$ cat config.mk
export PLATFORM = sky130hd
export DESIGN_NAME = ivm_isqrt_pipe
export DESIGN_NICKNAME = d
export VERILOG_FILES = /design/src/rtl/ivm_pkg.sv /design/src/rtl/ivm_isqrt_pipe.sv
export VERILOG_INCLUDE_DIRS = /design/src /design/src/rtl
export SDC_FILE = /design/constraint.sdc
export NUM_CORES = 1
export LEC_CHECK = 0
export ABC_CLOCK_PERIOD_IN_PS = 8450
export BUFFER_PORTS_ARGS = -buffer_cell sky130_fd_sc_hd__buf_4
export CAP_MARGIN = 20
export CORE_MARGIN = 3
export CORE_UTILIZATION = 30
export DETAILED_ROUTE_END_ITERATION = 10
export PLACE_DENSITY = 0.46
export SLEW_MARGIN = 25
export SYNTH_ARGS = -nofsm -noshare
export SYNTH_HDL_FRONTEND = slang
export SYNTH_SLANG_ARGS = --single-unit
$ cat constraint.sdc
create_clock -name i_clk -period 8.45 [get_ports i_clk]
set_clock_uncertainty 0.2 [all_clocks]
set_input_delay 0.845 -clock i_clk [delete_from_list [all_inputs] [get_ports i_clk]]
set_output_delay 0.845 -clock i_clk [all_outputs]
set_load 0.05 [all_outputs]
$ cat src/rtl/imu_vibration_magnitude_macros.svh
// assertion macros shared by the imu vibration magnitude rtl
`ifndef IMU_VIBRATION_MAGNITUDE_MACROS_SVH
`define IMU_VIBRATION_MAGNITUDE_MACROS_SVH

// same-cycle implication, disabled while reset is asserted
`define IVM_ASSERT_NOW(lbl, clk, rst_n, ante, cons, msg) \
    lbl: assert property (@(posedge clk) disable iff (!(rst_n)) (ante) |-> (cons)) \
        else $error(msg);

// next-cycle implication, disabled while reset is asserted
`define IVM_ASSERT_NEXT(lbl, clk, rst_n, ante, cons, msg) \
    lbl: assert property (@(posedge clk) disable iff (!(rst_n)) (ante) |=> (cons)) \
        else $error(msg);

`endif

$ cat src/rtl/ivm_pkg.sv
// types, constants and the square-root step shared by the imu vibration magnitude rtl
`timescale 1ns / 1ps
`default_nettype none

package ivm_pkg;

    // field widths
    localparam int IN_W       = 16;
    localparam int VIB_W      = 16;
    localparam int TEMP_OUT_W = 17;
    localparam int ONE_G_W    = 15;
    localparam int OFF_W      = 16;

    // vector magnitude datapath
    localparam int AXES      = 3;
    localparam int LANES     = 2;
    localparam int LANE_ACC  = 0;
    localparam int LANE_GYR  = 1;
    localparam int SQ_W      = 2 * IN_W - 1;
    localparam int SUM_W     = 2 * IN_W;
    localparam int ROOT_W    = SUM_W / 2;
    localparam int REM_W     = ROOT_W + 2;
    localparam int SQ_STEPS  = 2;
    localparam int SQ_STAGES = ROOT_W / SQ_STEPS;
    localparam logic [ROOT_W-1:0] MAX_ROOT = 16'd56755;

    // temperature: floor((10*raw + 17) / 34), biased positive by 34*9638
    localparam int TEMP_X_W      = 21;
    localparam int TEMP_U_W      = 20;
    localparam int TEMP_RECIP_W  = 21;
    localparam int TEMP_SHIFT    = 26;
    localparam int QUOT_W        = 15;
    localparam int TEMP_SUM_W    = 18;
    localparam logic signed [TEMP_X_W-1:0] TEMP_SCALE = 21'sd10;
    localparam logic signed [TEMP_X_W-1:0] TEMP_BIAS  = 21'sd327709;
    localparam logic [TEMP_RECIP_W-1:0]    TEMP_RECIP = 21'd1973791;
    localparam logic signed [TEMP_SUM_W-1:0] TEMP_Q_BIAS = 18'sd9638;

    // configuration port
    localparam int ADDR_W = 3;
    localparam int DATA_W = 32;
    localparam logic [ONE_G_W-1:0]      ONE_G_RESET    = 15'd16384;
    localparam logic signed [OFF_W-1:0] TEMP_OFF_RESET = 16'sd3653;

    typedef enum logic {
        REG_ONE_G    = 1'b0,
        REG_TEMP_OFF = 1'b1
    } t_reg_idx;

    // one lane of the digit-by-digit square root
    typedef struct packed {
        logic [REM_W-1:0]  rem;
        logic [ROOT_W-1:0] root;
        logic [SUM_W-1:0]  rad;
    } t_sq_state;

    // request into and response out of the square-root pipeline
    typedef struct packed {
        logic [SUM_W-1:0]  sum_a;
        logic [SUM_W-1:0]  sum_g;
        logic [QUOT_W-1:0] quot;
    } t_sq_req;

    typedef struct packed {
        logic [ROOT_W-1:0] root_a;
        logic [ROOT_W-1:0] root_g;
        logic [QUOT_W-1:0] quot;
    } t_sq_rsp;

    // SQ_STEPS result bits of the restoring square root
    function automatic t_sq_state sq_step(t_sq_state s);
        t_sq_state        r;
        logic [REM_W-1:0] cur;
        logic [REM_W-1:0] trial;
        r = s;
        for (int i = 0; i < SQ_STEPS; i++) begin
            cur   = {r.rem[REM_W-3:0], r.rad[SUM_W-1:SUM_W-2]};
            trial = {r.root, 2'b01};
            r.rad = {r.rad[SUM_W-3:0], 2'b00};
            if (cur >= trial) begin
                r.rem  = cur - trial;
                r.root = {r.root[ROOT_W-2:0], 1'b1};
            end else begin
                r.rem  = cur;
                r.root = {r.root[ROOT_W-2:0], 1'b0};
            end
        end
        return r;
    endfunction

endpackage

`default_nettype wire

$ cat src/rtl/ivm_isqrt_pipe.sv
// pipelined two-lane integer square root with a temperature sideband
`timescale 1ns / 1ps
`default_nettype none
`include "imu_vibration_magnitude_macros.svh"

module ivm_isqrt_pipe import ivm_pkg::*; (
    input  wire logic    i_clk,
    input  wire logic    i_rst_n,
    input  wire logic    i_valid,
    output logic         o_ready,
    input  wire t_sq_req i_req,
    output logic         o_valid,
    input  wire logic    i_ready,
    output t_sq_rsp      o_rsp
);

    localparam int LAST = SQ_STAGES - 1;

    logic [SQ_STAGES-1:0] r_vld;
    logic [SQ_STAGES:0]   w_en;
    logic [SQ_STAGES-1:0] w_vin;
    t_sq_state            r_st  [SQ_STAGES][LANES];
    t_sq_state            n_st  [SQ_STAGES][LANES];
    t_sq_state            w_in  [SQ_STAGES][LANES];
    logic [QUOT_W-1:0]    r_quot[SQ_STAGES];
    logic [QUOT_W-1:0]    w_qin [SQ_STAGES];
    logic [SUM_W-1:0]     w_sum [LANES];

    // lane inputs
    assign w_sum[LANE_ACC] = i_req.sum_a;
    assign w_sum[LANE_GYR] = i_req.sum_g;

    // a stage moves when it is empty or the next one moves
    assign w_en[SQ_STAGES] = i_ready;

    for (genvar k = 0; k < SQ_STAGES; k++) begin : g_stage
        if (k == 0) begin : g_first
            assign w_vin[k] = i_valid;
            assign w_qin[k] = i_req.quot;
        end else begin : g_next
            assign w_vin[k] = r_vld[k-1];
            assign w_qin[k] = r_quot[k-1];
        end

        for (genvar l = 0; l < LANES; l++) begin : g_lane
            if (k == 0) begin : g_seed
                assign w_in[k][l] = '{rem: '0, root: '0, rad: w_sum[l]};
            end else begin : g_chain
                assign w_in[k][l] = r_st[k-1][l];
            end
            assign n_st[k][l] = sq_step(w_in[k][l]);
        end

        assign w_en[k] = !r_vld[k] || w_en[k+1];

        // stage valid
        always_ff @(posedge i_clk) begin
            if (!i_rst_n) begin
                r_vld[k] <= 1'b0;
            end else if (w_en[k]) begin
                r_vld[k] <= w_vin[k];
            end
        end

        // stage payload
        always_ff @(posedge i_clk) begin
            if (w_en[k]) begin
                r_st[k]   <= n_st[k];
                r_quot[k] <= w_qin[k];
            end
        end
    end

    // outputs
    assign o_ready      = w_en[0];
    assign o_valid      = r_vld[LAST];
    assign o_rsp.root_a = r_st[LAST][LANE_ACC].root;
    assign o_rsp.root_g = r_st[LAST][LANE_GYR].root;
    assign o_rsp.quot   = r_quot[LAST];

    // checks
    `IVM_ASSERT_NOW(a_sq_rad_drained, i_clk, i_rst_n, r_vld[LAST], (r_st[LAST][LANE_ACC].rad == '0) && (r_st[LAST][LANE_GYR].rad == '0), "square root finished with radicand bits left")
    `IVM_ASSERT_NOW(a_sq_root_range, i_clk, i_rst_n, r_vld[LAST], (r_st[LAST][LANE_ACC].root <= MAX_ROOT) && (r_st[LAST][LANE_GYR].root <= MAX_ROOT), "root above largest magnitude")
    `IVM_ASSERT_NEXT(a_sq_hold, i_clk, i_rst_n, r_vld[LAST] && !i_ready, r_vld[LAST] && $stable(r_st[LAST][LANE_ACC].root) && $stable(r_quot[LAST]), "stalled root changed")

endmodule

`default_nettype wire

Word level (Yosys, flattened, before mapping)
Memory sizes are Yosys's and may differ from the RTL's.
Index checks and enable logic that the tools add are counted.
{"block": "classes", "n_shift": 0, "n_eq_ne": 0, "div": 0, "bitwise": 0, "mux": 48, "add_sub_neg": 32, "order_cmp": 32, "n_reduce_logical": 16, "n_mul": 0}
{"operator": "34-bit 2-to-1 mux", "count": 16}
{"operator": "18-bit >= comparator", "count": 30}
{"operator": "32-bit 2-to-1 mux", "count": 16}
{"operator": "18-bit subtractor", "count": 16}
{"operator": "16-bit subtractor", "count": 14}
{"operator": "1-bit 2-to-1 mux", "count": 16}
{"operator": "1-bit zero test", "count": 8}
{"operator": "1-bit logical OR", "count": 8}
{"operator": "2-bit by 1-bit subtractor with 3-bit output (second input constant)", "count": 2}
{"operator": "2-bit by 1-bit >= comparator with 1-bit output (second input constant)", "count": 2}
{"block": "totals", "input_bits": 83, "latch_bits": 0, "ramBits": 1112, "ff_bits": 8, "n_memories": 2, "rom_bits": 0}
{"name": "r_st", "depth": 8, "word_bits": 124, "read_ports": 8, "rd_ports_with_merged_regs": 0, "write_ports": 8, "line": "ivm_isqrt_pipe.sv:22", "text": "t_sq_state r_st [SQ_STAGES][LANES];"}
{"name": "r_quot", "depth": 8, "word_bits": 15, "read_ports": 8, "rd_ports_with_merged_regs": 0, "write_ports": 8, "line": "ivm_isqrt_pipe.sv:25", "text": "logic [QUOT_W-1:0] r_quot[SQ_STAGES];"}

Logic depth before layout (Yosys ltp)
{"block": "depth", "ltp_word": 11, "ltp_mapped": 25, "depth_no_buf": 22}

Worst setup path after synthesis
No wires, ideal clock.
{"block": "synth_timing", "kind": "reg2reg", "start": "mem r_st[1][235] (netlist bit)", "end": "mem r_st[1][357] (netlist bit) (data pin)", "path_stages_with_launch": 23, "path_slack_ps": 3133, "setup_ps": 260, "arrival_ps": 4858, "cell_sequence": "edfxtp_1 -> ha_1 -> clkbuf_1 -> nand4_1 -> or4_1 -> and3_1 -> nand3_1 -> inv_1 -> clkbuf_1 -> buf_1 -> nand2_1 -> o31ai_1 -> ha_1 -> a21o_1 -> a21o_1 -> a21oi_1 -> and2_1 -> o2111ai_1 -> a2111oi_0 -> nor3b_1 -> nor2_1 -> buf_2 -> mux2_2"}
{"item": "from (decl)", "line": "ivm_isqrt_pipe.sv:22"}

==> results.toml <==
[status]
result_of_the_run = "finished, final reports clean"

[power]
irDropWorstVdd_uv = 173
power.density_nw_per_um2 = 302
total_power_w = 0.0141
leakagePower_nw = 19.2

[sta]
worst-slew-pin-transition_ps = 1020
slew_headroom = 0.313
final.min_clock_period_ps = 6440
finalSetupTns_ps = 0
grt_setup_unrepaired = "false"
maxSlewViolCount = 0
setup-violations-final = 0
timing.hold.ws_ps = 144
final_report_hold_violation_count = 0
post-route-period-util = 0.762
highest_clock_rate_ghz = 0.155

[clock_network]
cts_max_level = 3
tritoncts = "yes"
worst_skew_pair.late_latency_ps = 680
cts-hold-fix-buffers = 0
worst_setup_hold_path_clk_slew_ps = 60
cts_setup_buffers = 0
cts-buffers-inserted = 85
clock_tree.buffer_depth = 3
root_buffer = "clkbuf_16"
cts_num_sinks = 708
cts_repair_resize_count = 0

[route]
first_pass_iters = 5
vias = 27314
drt_iter0_markers = 1806
post-route-drc-count = 0
detail_route.wirelength_um = 97700
avgRoutedWirePerCell_um = 17.3
detail-route-antenna-nets = 0
detail_route.vias_per_cell = 4.84

[layout]
num-fill-cells = 13453
post_layout_nonfiller_instances = 5638
flow.area_growth_from_synthesis_pct = 14.2
final_nets = 4181
layout_common_cells = "edfxtp_1, ha_1, nor2_1, inv_1, nand2_1"
area_of_combinational_cells_with_multiple_inputs_um2 = 17900
layout-drive-gt1-share = 0.104
area.sequential_um2 = 21200
most_common_cell_after_layout_fill_and_taps_aside = "edfxtp_1"
finalCoreUtilization = 0.347
n_antenna_cell = 0

[floorplanning]
die_y_um = 375
fp.dieArea_um2 = 140000
top_level_ports = 132
initial_utilization = 0.304
die-width_um = 375
fp-row-count = 134
core_area_um2 = 134000

[synthesis]
synth-seq-area-share = 0.520
postSynthCellCount = 3671
synthesis.area_um2 = 40800
yosys_most_used_dff = "edfxtp_1"
yosysWarnings = 0
share_of_flip_flops_with_an_asynchronous_set_or_reset = 0
number_of_flops_mapped_to_enable_cells_by_yosys = 700
netlist-cell-type-count = 104
synth-seq-cells = 708
syn_area_per_cell_um2 = 11.1

[placement]
instance_count_after_placement_with_tap_cells_included = 5480
detailedPlacementHpwl_um = 73500
place.gp.congestion = 0.836
number_of_buffers_added_on_ports = 131

[flow_run]
drv.max_cap_violation_count = 0

[global_route]
grt_start_max_net_pins = 71
antenna_found_initial = 1
grt.total_usage = 0.137
overflow = 0
grt_pass1_wl_um = 154000
vias_in_the_first_global_route = 26981

[worst_hold_path]
hold_path.class = "in2reg"

[critical_path]
cp_data_required_time_ps = 8670
setup.worst_path.end_class = "flop"
worstSetupPathType = "reg2reg"
timing.critical_path.arrival_ps = 6660
cp-start-kind = "flop"
cp_max_fo = 21
[metal layers]
metal	wire length, um	global-route usage	part of all wire	vias to the layer above
li1	-	-	-	13885
met1	47800	0.191	0.49	12871
met2	43800	0.219	0.45	431
met3	3580	0.0206	0.037	127
met4	2500	0.0443	0.026	0
met5	0	0	0	-
[cells in the mapped netlist (all sizes together) (22+ instances only)]
| library cell | instances | area share |
|---|---|---|
| edfxtp | 700 | 0.52 |
| ha | 298 | 0.091 |
| nor2 | 287 | 0.027 |
| inv | 268 | 0.025 |
| nand2 | 255 | 0.024 |
| a21oi | 239 | 0.029 |
| o21ai | 197 | 0.024 |
| xnor2 | 167 | 0.036 |
| xor2 | 105 | 0.023 |
| nor3 | 96 | 0.012 |
| a21o | 82 | 0.015 |
| buf | 69 | 0.012 |
| nand3 | 66 | 0.0082 |
| nand2b | 44 | 0.0068 |
| clkbuf | 42 | 0.0039 |
| o21a | 41 | 0.0076 |
| nor2b | 40 | 0.0061 |
| nor4 | 39 | 0.0069 |
| o31ai | 39 | 0.0072 |
| mux2 | 38 | 0.010 |
| nand4 | 38 | 0.0058 |
| or3 | 34 | 0.0053 |
| a211oi | 33 | 0.0061 |
| a31oi | 31 | 0.0048 |
| mux2i | 30 | 0.0075 |
| and3 | 29 | 0.0045 |
| and2 | 27 | 0.0041 |
| or2 | 24 | 0.0037 |
| nand3b | 22 | 0.0041 |
[report_power, final]
part	switching (W)	leakage, nW	internal [W]
sequential	0.000417	7.20	0.00466
clock	0.00154	1.47	0.00239
combinational	0.00295	10.5	0.00212
[registers in the layout (all words and copies together) (netlist names)]
| register | flops |
|---|---|
| r_st | 580 |
| o_valid | 1 |
| r_vld | 7 |
| r_quot | 120 |
[path summary, 6_finish.rpt]
path / from / to / slack (ps) / depth (start not counted)
worst max-delay path: r_st[1][235] / r_st[1][357] / 2010 / 18
worst min-delay path: i_req[10] / r_quot[0][10] / 140 / 1
worst max register to register: r_st[1][235] / r_st[1][357] / 2010 / 18
worst min register to register: r_quot[0][3] / r_quot[0][18] / 210 / 0
[logic make-up after synthesis]
group,synth area share
AOI/OAI and AO/OA,0.137
xor gates and xnor gates,0.0586
adders and majority gates,0.0915
buffers and inverters,0.0410
DFF,0.520
muxes,0.0180
other,0.0000920
and+or+nand+nor,0.134
[critical path, stage by stage (launching register included)]
cell and delay (ps):
edfxtp_1 400, ha_1 440, nand4_1 170, or4_1 530, and3_1 220, nand3_1 490
inv_1 540, o31ai_1 490, ha_1 370, a21o_1 200, a21o_1 170, a21oi_1 190
and2_1 160, o2111ai_1 120, a2111oi_0 560, nor3b_1 150, nor2_1 120, buf_4 260
mux2_2 370
[area by class of cell]
type / instances / share of cell area
repair buffers: 150 / 0.0245
flip-flops and latches: 708 / 0.455
well taps: 1768 / 0.0475
multi-input cells: 2580 / 0.386
inverters: 275 / 0.0225
clock buffers: 90 / 0.0461
clock inverters: 67 / 0.0189
[through the flow]
| step | setup slack (ps) | cell area [um^2] |
|---|---|---|
| CTS | 2030 | 46500 |
| finish | 2010 | 46600 |
| global placement | 2130 | 43500 |
| global route | 1500 | 46600 |
| floorplan | 3130 | 40800 |
| detailed placement | 2100 | 43500 |
Note: power is estimated with default switching activity, not from simulation.
